`config.mk`:
```
export PLATFORM = sky130hd
export DESIGN_NAME = rbd_ctrl
export DESIGN_NICKNAME = d
export VERILOG_FILES = /design/src/design/rbd_pkg.sv /design/src/design/rbd_ctrl.sv
export SDC_FILE = /design/constraint.sdc
export NUM_CORES = 1
export LEC_CHECK = 0
export BUFFER_PORTS_ARGS = -buffer_cell sky130_fd_sc_hd__buf_4
export CORE_MARGIN = 8
export CORE_UTILIZATION = 26
export DETAILED_ROUTE_END_ITERATION = 16
export PLACE_DENSITY = 0.49
export SETUP_SLACK_MARGIN = 0.3
export SLEW_MARGIN = 20
export SYNTH_ARGS = -nofsm -noshare
export SYNTH_HDL_FRONTEND = slang
export SYNTH_SLANG_ARGS = --single-unit
```
`constraint.sdc`:
```
create_clock -name clk_i -period 7.3 [get_ports clk_i]
set_input_delay 1.095 -clock clk_i [delete_from_list [all_inputs] [get_ports clk_i]]
set_output_delay 1.095 -clock clk_i [all_outputs]
set_load 0.05 [all_outputs]
```
`src/design/rbd_pkg.sv`:
```
`timescale 1ns / 1ps

package rbd_pkg;

  localparam int unsigned ValueBits = 32;
  localparam int unsigned OccBits   = 9;
  localparam int unsigned FuncBits  = 3;

  typedef enum logic [FuncBits-1:0] {
    FUNC_PUSH_FRONT = 3'd0,
    FUNC_PUSH_BACK  = 3'd1,
    FUNC_POP_FRONT  = 3'd2,
    FUNC_POP_BACK   = 3'd3,
    FUNC_PEEK_FRONT = 3'd4,
    FUNC_PEEK_BACK  = 3'd5
  } func_e;

  typedef enum logic [1:0] {
    STATUS_DONE  = 2'd0,
    STATUS_FULL  = 2'd1,
    STATUS_EMPTY = 2'd2
  } status_e;

  typedef struct packed {
    logic               valid;
    logic               rd;
    status_e            status;
    logic [OccBits-1:0] occupancy;
    logic               is_empty;
    logic               is_full;
  } rsp_t;

endpackage

```
`src/design/rbd_ctrl.sv`:
```
`timescale 1ns / 1ps

module rbd_ctrl
  import rbd_pkg::*;
#(
  parameter int unsigned DEPTH     = 256,
  parameter int unsigned WORD_BITS = 32
) (
  input  logic                     clk_i,
  input  logic                     rst_ni,
  input  logic                     req_i,
  input  func_e                    func_i,
  input  logic [WORD_BITS-1:0]     wdata_i,
  output logic                     mem_we_o,
  output logic [$clog2(DEPTH)-1:0] mem_waddr_o,
  output logic [WORD_BITS-1:0]     mem_wdata_o,
  output logic [$clog2(DEPTH)-1:0] mem_raddr_o,
  output rsp_t                     rsp_o
);

  localparam int unsigned AddrBits = $clog2(DEPTH);
  localparam int unsigned CntBits  = $clog2(DEPTH + 1);
  localparam logic [AddrBits-1:0] LastIdx = AddrBits'(DEPTH - 1);
  localparam logic [CntBits-1:0]  FullCnt = CntBits'(DEPTH);

  logic [AddrBits-1:0] front_q, front_d;
  logic [AddrBits-1:0] back_q, back_d;
  logic [CntBits-1:0]  cnt_q, cnt_d;
  rsp_t                rsp_q, rsp_d;

  logic                is_full, is_empty;
  logic [AddrBits-1:0] front_inc, front_dec, back_inc, back_dec;

  assign is_full   = (cnt_q == FullCnt);
  assign is_empty  = (cnt_q == '0);
  assign front_inc = (front_q == LastIdx) ? '0 : front_q + AddrBits'(1);
  assign front_dec = (front_q == '0) ? LastIdx : front_q - AddrBits'(1);
  assign back_inc  = (back_q == LastIdx) ? '0 : back_q + AddrBits'(1);
  assign back_dec  = (back_q == '0) ? LastIdx : back_q - AddrBits'(1);

  always_comb begin
    front_d     = front_q;
    back_d      = back_q;
    cnt_d       = cnt_q;
    mem_we_o    = 1'b0;
    mem_waddr_o = front_dec;
    mem_wdata_o = wdata_i;
    mem_raddr_o = front_q;
    rsp_d       = '0;
    rsp_d.status = STATUS_DONE;

    if (req_i) begin
      rsp_d.valid = 1'b1;
      unique case (func_i)
        FUNC_PUSH_FRONT: begin
          if (is_full) begin
            rsp_d.status = STATUS_FULL;
          end else begin
            front_d     = front_dec;
            mem_we_o    = 1'b1;
            mem_waddr_o = front_dec;
            cnt_d       = cnt_q + CntBits'(1);
          end
        end
        FUNC_PUSH_BACK: begin
          if (is_full) begin
            rsp_d.status = STATUS_FULL;
          end else begin
            back_d      = back_inc;
            mem_we_o    = 1'b1;
            mem_waddr_o = back_inc;
            cnt_d       = cnt_q + CntBits'(1);
          end
        end
        FUNC_POP_FRONT, FUNC_PEEK_FRONT: begin
          if (is_empty) begin
            rsp_d.status = STATUS_EMPTY;
          end else begin
            rsp_d.rd    = 1'b1;
            mem_raddr_o = front_q;
            if (func_i == FUNC_POP_FRONT) begin
              front_d = front_inc;
              cnt_d   = cnt_q - CntBits'(1);
            end
          end
        end
        FUNC_POP_BACK, FUNC_PEEK_BACK: begin
          if (is_empty) begin
            rsp_d.status = STATUS_EMPTY;
          end else begin
            rsp_d.rd    = 1'b1;
            mem_raddr_o = back_q;
            if (func_i == FUNC_POP_BACK) begin
              back_d = back_dec;
              cnt_d  = cnt_q - CntBits'(1);
            end
          end
        end
        default: begin
        end
      endcase
    end

    rsp_d.occupancy = OccBits'(cnt_d);
    rsp_d.is_empty  = (cnt_d == '0);
    rsp_d.is_full   = (cnt_d == FullCnt);
  end

  always_ff @(posedge clk_i or negedge rst_ni) begin
    if (!rst_ni) begin
      front_q <= '0;
      back_q  <= LastIdx;
      cnt_q   <= '0;
      rsp_q   <= '0;
    end else begin
      front_q <= front_d;
      back_q  <= back_d;
      cnt_q   <= cnt_d;
      rsp_q   <= rsp_d;
    end
  end

  assign rsp_o = rsp_q;

endmodule

```
Yosys cells after proc, flatten, opt, wreduce, memory -nomap -nowiden. Cells that the tools add are included.

Add/sub/neg operators: 6. Equality and inequality tests: 15. Mux-type cells: 34. Reduce and logical (&&, ||, !) cells: 13.

Operators with widths (count): $mux W8 (16); $mux W9 (6); $pmux W8 S2 (2); $pmux W9 S3 (1); $eq A9 B9 Y1 const B (2); $logic_not A9 Y1 (2); $add A8 B1 Y8 const B (2); $eq A8 B8 Y1 const B (2); $logic_not A8 Y1 (2); $sub A8 B1 Y8 const B (2); $ne A2 B2 Y1 const B (6); $reduce_and A5 Y1 (2); $add A9 B1 Y9 const B (1); $sub A9 B1 Y9 const B (1); $eq A3 B2 Y1 const B (2); $eq A3 B3 Y1 const B (2); $mux W1 (6); $reduce_or A2 Y1 (3); $mux W4 (1); $pmux W2 S2 (1); $reduce_bool A2 Y1 (2); $reduce_or A4 Y1 (1); $eq A3 B1 Y1 const B (1); $logic_not A3 Y1 (1); $mux W2 (1).

Register bits: 31. Input port bits: 38. Output and inout port bits: 64. Logic and storage cells: 76.

Longest topological paths before layout. Gate-level depths: netlist of run 1.

Depth after elaboration: 6. Gate-level depth with buffers: 9. Mapped depth without buffers: 8.

Worst setup path before layout of run 1. Ideal clock, no wire load.

Path type: reg2out. From: register, netlist name rsp_o[2]. To: output port mem_waddr_o[1]. Data arrival time: 3.265 ns. Required time: 6.205 ns. Path slack: 2.940 ns. Cell stages (with the launch flop): 9. Path buffers: 2. Cells stage by stage: dfrtp_1 -> inv_1 -> ha_1 -> nor4b_1 -> nand4b_1 -> and3_1 -> clkbuf_1 -> clkbuf_1 -> o21ai_0.

RTL lines: to (decl) (RTL line rbd_ctrl.sv:15) `output logic [$clog2(DEPTH)-1:0] mem_waddr_o,`.

==> results.txt, run 1 <==
----------------------------------------------------
[Status]
  Run status ... completed

[Placed design]
  HPWL after DPL ... 5711 um
  Number of buffers added on ports ... 37
  Pre-CTS worst setup slack ... 3275 ps
  Gpl congestion ... 0.8465
  Number of cells after detailed placement ... ~450

[Setup path]
  Critical path launch point ... rsp_o[2]
  Critical path fanouts, max ... 10
  Reg-to-reg critical path startpoint ... rsp_o[2]
  Number of buffer and inverter stages on the critical path ... 2
  Critical Path AT ... 3010 ps
  Max stage delay cell, worst path ... sky130_fd_sc_hd__or4b_1
  Kind of capture point of the worst setup path ... primary output
  Req. time, crit path ... about 6200 ps
  Crit path cell chain ... inv_1 -> ha_1 -> or4b_1 -> or2_1 -> nor2b_1 -> nand2_1 -> mux2_2 -> buf_4
  Kind of cell adding the most delay to the critical path ... simple AND/OR/NAND/NOR gates
  Critical path launch point type ... register
  Critical path class ... reg -> out
  Maximum cell stage delay along the critical path ... 560 ps

[Route]
  Met2 wire len ... between 3000 and 4000 um
  Routed WL ... a little under 8000 um
  Routed metal-1 wirelength ... 3355 um
  Post-DR vias/cell ... around 5.1
  Via count ... 2358
  Detailed-routing iteration count for the pre-antenna-repair pass ... 4
  DRC marker count from the first detailed-route iteration ... roughly 110
  WL per Instance ... 16.77 um
  Count of nets left with antenna violations after detail routing ... 0
  Top routing layer in use ... met4
  DRC viols ... 0
  Routed met3 length ... about 320 um

[Layout]
  Filler cell count ... 1139
  Relative area change from synthesis to final layout ... 9.214%
  Layout cell share with drive strength beyond 1 ... 0.1914
  Net count, final ... 369
  Area occupied by multi-input gates ... 1536 um^2
  Footprint of the flip-flops and latches ... 785.8 um^2
  Non-filler instance count after layout ... 460
  Inserted Diodes ... 0

[Clock network]
  Post-cts sizing count ... 0
  Post-CTS setup repair buffer count ... 0
  Insertion delay to the later sink of the worst-skew pair ... 290 ps
  Clock-pin transition on the worst setup and hold timing paths ... 70 ps
  Clock tree from TritonCTS ... yes
  Number of clock sinks ... 31
  Worst-case clock buffer depth ... 2
  Inserted Clock Buffers ... 5
  Number of levels in the clock H-tree ... 2
  Post-CTS Hold Fix Bufs ... 0
  Master cell of the clock root buffer ... sky130_fd_sc_hd__clkbuf_8

[Global route]
  Antenna violations before repair ... 0
  Global-route wire length before repair ... 12900 um
  Maximum number of pins on one net before global-route repair ... 32
  Global routing usage summed across all routing layers ... 0.1124
  Via count of the first global-routing pass ... 2407
  Grt ovf ... 0

[Synthesis]
  Most common cell in the synthesized netlist ... sky130_fd_sc_hd__buf_4
  Number of warning messages in the yosys log ... 0
  Register area share after synthesis ... 0.2922
  Dominant cells by area after synthesis ... sky130_fd_sc_hd__dfrtp_1, sky130_fd_sc_hd__buf_4, sky130_fd_sc_hd__dfstp_2
  Number of distinct library cells after synthesis ... 55
  Library cell with the largest summed area after synthesis ... sky130_fd_sc_hd__dfrtp_1
  Cell area after synthesis ... 2689 um^2
  Yosys top cell area share ... 0.2141
  Async set-or-reset flop fraction in the synthesized netlist ... 1.000
  Post-synth top cells ... sky130_fd_sc_hd__buf_4, sky130_fd_sc_hd__o21ai_0, sky130_fd_sc_hd__nand2_1
  Count of flip-flops with a built-in enable after synthesis ... 0
  Leading register cell type out of synthesis ... sky130_fd_sc_hd__dfrtp_1
  Gate Count Post-Synth ... 335
  Syn nets ... 381
  Mean cell area of the mapped netlist ... 8.026 um^2
  Number of synthesized register bits ... 31

[Min path]
  Hold/Removal Path Class ... reg -> reg
  Hold path start ... back_q[6]

[STA]
  Count of endpoints failing hold in the final timing report ... 0
  Setup ws final ... ~3200 ps
  Setup repair after global routing missed its margin ... no
  Post-layout min period ... slightly above 4000 ps
  Setup-failing EPs final ... 0
  Crit share post-route ... 0.5629
  Normalized max-slew margin ... 0.3203
  Setup TNS after final layout ... 0 ps
  Fmax ... about 240 MHz
  Clk_skew ... 3.216 ps
  Final Max Slew Viols ... 0
  Transition at the pin with the smallest max-transition slack ... slightly above 1000 ps

[Die]
  Count of boundary I/O pins ... 102
  Die outline width ... 117.7 um
  Standard cell core area ... 10180 um^2
  Die outline area ... 13850 um^2
  Die H ... 117.7 um
  Starting Density ... 0.2640
  Row Count ... 37

[Pwr]
  Max IR drop VDD ... 135.9 uV
  Total leakage power ... 1.184 nW
  PD cells ... between 400 and 500 nW/um^2

[Run]
  Max Cap Violations ... 0

----------------------------------------------------
## registers in the layout, indices dropped and copies added, names as in the netlist
signal   cells
rsp_o       15
front_q      8
back_q       8
## layout make-up
type | count | share of cell area
Multi-Input combinational cell | 239 | 0.5232
Clock inverter | 2 | 0.02045
Clock buffer | 6 | 0.02471
Sequential cell | 31 | 0.2676
Timing Repair Buffer | 37 | 0.09459
Tap cell | 136 | 0.05795
Inverter | 9 | 0.01150
## placed cells by master, fill, tap and decap left out, types with 2 or more instances in the layout
master,netlist,final
sky130_fd_sc_hd__a21oi_1,13,13
sky130_fd_sc_hd__a22oi_1,5,5
sky130_fd_sc_hd__a31oi_1,5,5
sky130_fd_sc_hd__and2_1,7,7
sky130_fd_sc_hd__and3_1,8,8
sky130_fd_sc_hd__buf_4,32,37
sky130_fd_sc_hd__bufinv_16,0,2
sky130_fd_sc_hd__clkbuf_8,0,5
sky130_fd_sc_hd__dfrtp_1,23,23
sky130_fd_sc_hd__dfstp_2,8,8
sky130_fd_sc_hd__ha_1,8,8
sky130_fd_sc_hd__inv_1,9,9
sky130_fd_sc_hd__mux2_2,7,7
sky130_fd_sc_hd__mux2i_1,2,2
sky130_fd_sc_hd__nand2_1,24,24
sky130_fd_sc_hd__nand2b_1,5,5
sky130_fd_sc_hd__nand3_1,14,14
sky130_fd_sc_hd__nand4_1,5,5
sky130_fd_sc_hd__nor2_1,22,22
sky130_fd_sc_hd__nor2b_1,5,5
sky130_fd_sc_hd__nor3_1,10,10
sky130_fd_sc_hd__nor3b_1,3,3
sky130_fd_sc_hd__o211ai_1,4,4
sky130_fd_sc_hd__o21ai_0,25,25
sky130_fd_sc_hd__o221ai_1,2,2
sky130_fd_sc_hd__o22ai_1,9,9
sky130_fd_sc_hd__o31a_1,2,2
sky130_fd_sc_hd__o31ai_1,4,4
sky130_fd_sc_hd__or3_1,6,6
sky130_fd_sc_hd__or4_1,4,4
sky130_fd_sc_hd__xnor2_1,7,7
sky130_fd_sc_hd__xor2_1,10,10
## tightest hold or removal path, stage by stage (launching register included)
cell and delay, ps:
sky130_fd_sc_hd__dfstp_2 410, sky130_fd_sc_hd__o21ai_0 80, sky130_fd_sc_hd__o31ai_1 70
## routing by layer
metal  track usage  vias to the layer above
li1              -                     1154
met1        0.1323                     1125
met2        0.1940                       61
met3       0.01871                       18
met4       0.05444                        0
met5             0                        -
## power by group
part           total [mW]  leakage [nW]  switching, mW  internal (mW)
sequential          0.393         0.373          0.145          0.248
combinational       0.792         0.746          0.521          0.271
clock               0.204        0.0654         0.0680          0.136
total                1.39          1.18          0.734          0.656
## cell families after synthesis
group | synth area share
flip-flops | 0.2922
multiplexers | 0.03676
buffers and inverters | 0.1363
AO/OA/AOI/OAI | 0.1978
adder cells (fa/ha/maj) | 0.03723
XOR/XNOR | 0.05537
AND/OR/NAND/NOR | 0.2443
## path summary, 6_finish.rpt
| check | endpoint | slack [ps] | cells after the start |
|---|---|---|---|
| max | mem_raddr_o[2] | 3190 | 8 |
| min in group asynchronous | rsp_o[12] | 750 | 1 |
| max reg2reg | rsp_o[0] | 4270 | 8 |
| max in group asynchronous | back_q[5] | 6210 | 1 |
| min reg2reg | back_q[6] | 560 | 2 |
| min | back_q[6] | 560 | 2 |
## per-stage QoR
step / hold slack [ps] / utilization / cell area, um^2 / total power, mW
final: 556.0 / 0.2883 / 2937 / 1.390
after global routing: 618.5 / 0.2883 / 2937 / 1.477
after CTS: 556.8 / 0.2883 / 2937 / 1.400
after detailed placement: 551.8 / 0.2753 / 2804 / 1.185
after global placement: 551.8 / 0.2753 / 2804 / 1.187
after floorplan: 508.7 / - / 2689 / 0.9972
(Power assumes the default switching activity.)
==> run 2: changes to the inputs <==
Settings changed: PLACE_DENSITY 0.49 to 0.5.
Clock period 7.3 ns to 3.6 ns, I/O delays scaled along.
==> results.txt, run 2 (same netlist as run 1, synthesis figures left out) <==
----------------------------------------------------
[Status]
  Run status ... completed

[STA]
  Setup TNS after final layout ... 0 ps (unchanged)
  Count of endpoints failing hold in the final timing report ... 0 (unchanged)
  Normalized max-slew margin ... 0.5694 (+0.2491)
  Crit share post-route ... 0.9054
  Transition at the pin with the smallest max-transition slack ... 644.5 ps (-367.3 ps)
  Setup repair after global routing missed its margin ... yes
  Post-layout min period ... 3259 ps
  Final Max Slew Viols ... 0 (unchanged)
  Final worst hold slack ... 186.8 ps (-369.3 ps)
  Clk_skew ... 3.385 ps (+0.1691 ps)
  Setup-failing EPs final ... 0 (unchanged)
  Fmax ... 306.8 MHz

[Layout]
  Highest-count cells in the layout ignoring fill and taps ... sky130_fd_sc_hd__buf_4, sky130_fd_sc_hd__nand2_1, sky130_fd_sc_hd__nor2_1, sky130_fd_sc_hd__o21ai_0, sky130_fd_sc_hd__dfrtp_1
  Number of flip-flops under the largest register name ... 15 (unchanged)
  Layout cell share with drive strength beyond 1 ... 0.2273 (+0.03591)
  Commonest non-fill, non-tap cell in the layout ... sky130_fd_sc_hd__buf_4
  Net count, final ... 375 (+1.6%)
  Inserted Diodes ... 0 (unchanged)
  Filler cell count ... 1098 (-3.6%)
  Relative area change from synthesis to final layout ... 10.75%
  Footprint of the flip-flops and latches ... 787.0 um^2 (+0.16%)
  Area occupied by multi-input gates ... 1559 um^2 (+1.5%)

[Die]
  Standard cell core area ... 10180 um^2 (unchanged)
  Count of boundary I/O pins ... 102 (unchanged)
  Die H ... 117.7 um (unchanged)
  Die outline width ... 117.7 um (unchanged)
  Row Count ... 37 (unchanged)
  Die outline area ... 13850 um^2 (unchanged)
  Starting Density ... 0.2640 (unchanged)

[Clock network]
  Worst-case clock buffer depth ... 2 (unchanged)
  Master cell of the clock root buffer ... sky130_fd_sc_hd__clkbuf_8
  Insertion delay to the later sink of the worst-skew pair ... 290 ps (about the same)
  Number of clock sinks ... 31 (unchanged)
  Inserted Clock Buffers ... 5 (unchanged)
  Number of levels in the clock H-tree ... 2 (unchanged)
  Post-CTS Hold Fix Bufs ... 0 (unchanged)
  Clock tree from TritonCTS ... yes
  Clock-pin transition on the worst setup and hold timing paths ... 70 ps (about the same)

[Min path]
  Hold/Removal Path Class ... in -> async

[Setup path]
  Kind of capture point of the worst setup path ... primary output
  Critical path launch point type ... register
  Critical Path AT ... 2720 ps (-290 ps)
  Reg-to-reg slack, setup ... 800 ps (-3470 ps)
  Critical path fanouts, max ... 7 (-3)
  Req. time, crit path ... 3060 ps (-3140 ps)
  Critical path class ... reg -> out

[Placed design]
  Gpl congestion ... 0.8147 (-3.8%)
  Number of buffers added on ports ... 37 (unchanged)
  HPWL after DPL ... 5535 um (-3.1%)

[Route]
  Post-DR vias/cell ... 5.116 (-0.20%)
  DRC marker count from the first detailed-route iteration ... 121 (+7.1%)
  DRC viols ... 0 (unchanged)
  Via count ... 2384 (+1.1%)
  Routed WL ... 7577 um (-1.8%)
  Count of nets left with antenna violations after detail routing ... 0 (unchanged)
  Detailed-routing iteration count for the pre-antenna-repair pass ... 4 (unchanged)
  WL per Instance ... 16.26 um (-3.1%)

[Global route]
  Global routing usage summed across all routing layers ... 0.1081 (-0.004291)
  Maximum number of pins on one net before global-route repair ... 32 (unchanged)
  Antenna violations before repair ... 0 (unchanged)
  Global-route wire length before repair ... 12420 um (-3.7%)
  Grt ovf ... 0 (unchanged)
  Via count of the first global-routing pass ... 2282 (-5.2%)

[Run]
  Max Cap Violations ... 0 (unchanged)

[Pwr]
  PD cells ... 934.8 nW/um^2 (+98%)
  Total leakage power ... 1.208 nW (+2.0%)
  Total Power Consumption ... 2.784 mW (+100%)
  Max IR drop VDD ... 353.6 uV (+160%)

----------------------------------------------------
run 2: cell types whose count changed in the layout (fill, tap and decap cells not counted), sizes merged:
cell	delta
nand2	+1
buf	+5
bufinv	-1
clkbuf	-1
clkinv	+2
run 2: final timing paths:
path                       startpoint        endpoint  depth (start not counted)
min in group clk_i              req_i       rsp_o[14]                          1
min                            rst_ni        rsp_o[5]                          1
min reg2reg                 back_q[6]       back_q[6]                          2
max                          rsp_o[3]  mem_raddr_o[2]                          8
max reg2reg                  rsp_o[9]        rsp_o[0]                          6
max in group asynchronous      rst_ni       back_q[6]                          1
run 2: per-stage QoR:
stage	setup WS (ps)	instance area (um^2)	utilization	cells
after CTS	321.5	2969	0.2915	466
after detailed placement	418.3	2834	0.2783	456
after floorplan	93.32	2689	-	335
final	340.5	2978	0.2924	466
after global routing	286.7	2978	0.2924	466
after global placement	490.9	2834	0.2783	456
run 2: routing by layer:
metal,up-vias,global-route usage,part of all wire
met5,-,0,0
met4,0,0.04323,0.020
met3,10,0.01727,0.034
met2,47,0.1718,0.48
met1,1163,0.1429,0.47
li1,1164,-,-
run 2: report_power, final:
group          total (mW)  switching [mW]  internal, mW
logic                1.65            1.07         0.578
registers           0.775           0.271         0.504
clock network       0.358           0.151         0.206
run 2: repair_timing:
| item | CTS | global route |
|---|---|---|
| gates cloned | 1 | 0 |
| setup endpoints to repair | 8 | 6 |
| buffers inserted | 1 | 0 |
| pin swaps | 1 | 1 |
| gates resized for setup | 4 | 3 |
run 2: area by class of cell:
| type | instances | area share |
|---|---|---|
| timing repair buffer | 42 | 0.1059 |
| tap | 136 | 0.05714 |
| clock buffer | 5 | 0.02311 |
| inverter | 9 | 0.01134 |
| sequential | 31 | 0.2643 |
| clock inverter | 3 | 0.01471 |
| multi-input combinational | 240 | 0.5235 |
run 2: worst max-delay path: stages (launching register included):
cell	delay (ps)
sky130_fd_sc_hd__dfrtp_2	450
sky130_fd_sc_hd__inv_1	70
sky130_fd_sc_hd__ha_2	210
sky130_fd_sc_hd__or4b_4	510
sky130_fd_sc_hd__or2_4	290
sky130_fd_sc_hd__nor2b_1	180
sky130_fd_sc_hd__nand2_2	160
sky130_fd_sc_hd__mux2_2	370
sky130_fd_sc_hd__buf_4	190
==> run 3: changes to the inputs <==
Settings changed: CORE_UTILIZATION 26 to 35, PLACE_DENSITY 0.5 to 0.64.
==> results.txt, run 3 (same netlist as run 1, synthesis figures left out) <==
----------------------------------------------------
[Layout]
  Relative area change from synthesis to final layout ... 7.864%
  Inserted Diodes ... 0 (unchanged)
  Highest-count cells in the layout ignoring fill and taps ... sky130_fd_sc_hd__buf_4, sky130_fd_sc_hd__nand2_1, sky130_fd_sc_hd__nor2_1, sky130_fd_sc_hd__o21ai_0, sky130_fd_sc_hd__dfrtp_1
  Area occupied by multi-input gates ... 1551 um^2 (-0.48%)
  Commonest non-fill, non-tap cell in the layout ... sky130_fd_sc_hd__buf_4
  Filler cell count ... 789 (-28%)
  Layout cell share with drive strength beyond 1 ... 0.2182 (-0.009091)
  Number of flip-flops under the largest register name ... 15 (unchanged)
  Footprint of the flip-flops and latches ... 787.0 um^2 (unchanged)
  Net count, final ... 375 (unchanged)

[Setup path]
  Critical path launch point ... rsp_o[3]
  Req. time, crit path ... 3060 ps (about the same)
  Reg-to-reg critical path startpoint ... rsp_o[9]
  Critical path launch point type ... register
  Critical path fanouts, max ... 7 (unchanged)
  Crit path cell chain ... inv_1 -> ha_2 -> or4b_4 -> or2_1 -> nor2b_1 -> nand2_2 -> mux2_2 -> buf_4
  Kind of capture point of the worst setup path ... primary output
  Critical path class ... reg -> out
  Critical Path AT ... 2670 ps (-50 ps)
  Number of buffer and inverter stages on the critical path ... 2 (unchanged)
  Maximum cell stage delay along the critical path ... 500 ps (about the same)
  Kind of cell adding the most delay to the critical path ... simple AND/OR/NAND/NOR gates
  Max stage delay cell, worst path ... sky130_fd_sc_hd__or4b_4

[Global route]
  Grt ovf ... 0 (unchanged)
  Global routing usage summed across all routing layers ... 0.1327 (+0.02465)
  Maximum number of pins on one net before global-route repair ... 32 (unchanged)
  Via count of the first global-routing pass ... 2334 (+2.3%)
  Global-route wire length before repair ... 12060 um (-2.9%)
  Antenna violations before repair ... 0 (unchanged)

[Placed design]
  HPWL after DPL ... 5364 um (-3.1%)
  Number of buffers added on ports ... 37 (unchanged)
  Gpl congestion ... 0.9229 (+13%)

[Pwr]
  Switching component of the power ... 1.469 mW (-1.8%)
  Sequential share of power ... 0.286 (+0.007)
  Switching Share ... 0.5475 (+0.01035)
  Total leakage power ... 1.187 nW (-1.7%)
  Internal Power ... 1.214 mW (-5.8%)
  PD cells ... 925.0 nW/um^2 (-1.0%)
  Proportion of power drawn by the clock network ... 0.099 (-0.029)
  Comb pwr share ... 0.615 (+0.022)
  Max IR drop VDD ... 356.3 uV (+0.78%)

[Die]
  Count of boundary I/O pins ... 102 (unchanged)
  Die H ... 103.7 um (-12%)
  Standard cell core area ... 7567 um^2 (-26%)
  Row Count ... 32 (-14%)
  Die outline area ... 10740 um^2 (-22%)
  Die outline width ... 103.7 um (-12%)
  Starting Density ... 0.3553 (+0.09132)

[STA]
  Transition at the pin with the smallest max-transition slack ... 646.4 ps (+1.905 ps)
  Normalized max-slew margin ... 0.5670 (-0.002397)
  Crit share post-route ... 0.8919 (-0.01350)
  Count of endpoints failing hold in the final timing report ... 0 (unchanged)
  Setup-failing EPs final ... 0 (unchanged)
  Final Max Slew Viols ... 0 (unchanged)
  Post-layout min period ... 3211 ps (-48.60 ps)
  Fmax ... 311.4 MHz (+1.5%)
  Setup TNS after final layout ... 0 ps (unchanged)
  Final worst hold slack ... 193.0 ps (+6.231 ps)
  Clk_skew ... 5.983 ps (+2.598 ps)
  Setup repair after global routing missed its margin ... no

[Route]
  Post-DR vias/cell ... 5.637 (+10%)
  Routed WL ... 7252 um (-4.3%)
  DRC viols ... 0 (unchanged)
  WL per Instance ... 16.79 um (+3.2%)
  DRC marker count from the first detailed-route iteration ... 150 (+24%)
  Count of nets left with antenna violations after detail routing ... 0 (unchanged)
  Detailed-routing iteration count for the pre-antenna-repair pass ... 6 (+2)
  Via count ... 2435 (+2.1%)

[Clock network]
  Number of clock sinks ... 31 (unchanged)
  Clock tree from TritonCTS ... yes
  Clock-pin transition on the worst setup and hold timing paths ... 60 ps (about the same)
  Post-CTS Hold Fix Bufs ... 0 (unchanged)
  Master cell of the clock root buffer ... sky130_fd_sc_hd__clkbuf_8
  Worst-case clock buffer depth ... 2 (unchanged)
  Inserted Clock Buffers ... 5 (unchanged)
  Number of levels in the clock H-tree ... 2 (unchanged)
  Insertion delay to the later sink of the worst-skew pair ... 280 ps (about the same)

[Status]
  Run status ... completed

[Run]
  Max Cap Violations ... 0 (unchanged)

[Min path]
  Hold/Removal Path Class ... in -> async

----------------------------------------------------
run 3: power groups by stage:
stage          clock [mW]  sequential (mW)  combinational [mW]
2_1_floorplan           0            0.761                1.26
3_3_place_gp            0            0.768                1.61
3_5_place_dp            0            0.771                1.63
4_1_cts             0.279            0.767                1.64
5_1_grt             0.291            0.804                1.77
6_report            0.265            0.768                1.65
run 3: layout make-up:
class	instances	share of cell area
Inverter	9	0.01165
Clock inverter	2	0.004314
Clock buffer	6	0.02502
Tap cell	102	0.04400
Timing Repair Buffer	42	0.1087
Sequential cell	31	0.2714
Multi-Input combinational cell	240	0.5349
run 3: metrics by stage:
stage               utilization  setup slack, ps  cells  total power [mW]  instance area [um^2]
floorplan                     -            93.32    335             2.025                  2689
global placement         0.3689            537.7    422             2.379                  2791
detailed placement       0.3689            487.6    422             2.398                  2791
CTS                      0.3810            321.2    430             2.682                  2883
global route             0.3833            299.7    432             2.861                  2900
finish                   0.3833            389.1    432             2.683                  2900
run 3: final timing paths:
kind	depth (start not counted)	endpoint	slack [ps]
min in group clk_i	1	rsp_o[14]	440
worst max-delay path	8	mem_raddr_o[2]	390
max in group asynchronous	1	back_q[1]	3080
worst min-delay path	1	rsp_o[3]	190
worst max register to register	6	rsp_o[0]	790
worst min register to register	2	back_q[6]	560
run 3: worst register-to-register path, stage by stage, from the launching register on:
cell	delay (ps)
sky130_fd_sc_hd__dfrtp_1	470
sky130_fd_sc_hd__or4_1	670
sky130_fd_sc_hd__o311a_1	350
sky130_fd_sc_hd__a311o_1	330
sky130_fd_sc_hd__and2_4	160
sky130_fd_sc_hd__or4_4	420
sky130_fd_sc_hd__a2111oi_2	300
run 3: routing by layer:
metal	track usage	part of all wire
met1	0.1624	0.42
met2	0.2218	0.50
met4	0.05688	0.021
met5	0	0
met3	0.02540	0.059
run 3: repair_timing:
item | 4_1_cts | 5_1_grt
gates cloned | 0 | 1
gates resized for setup | 2 | 3
setup buffers | 0 | 1
endpoints found under the setup margin | 8 | 7
pin swaps | 0 | 1
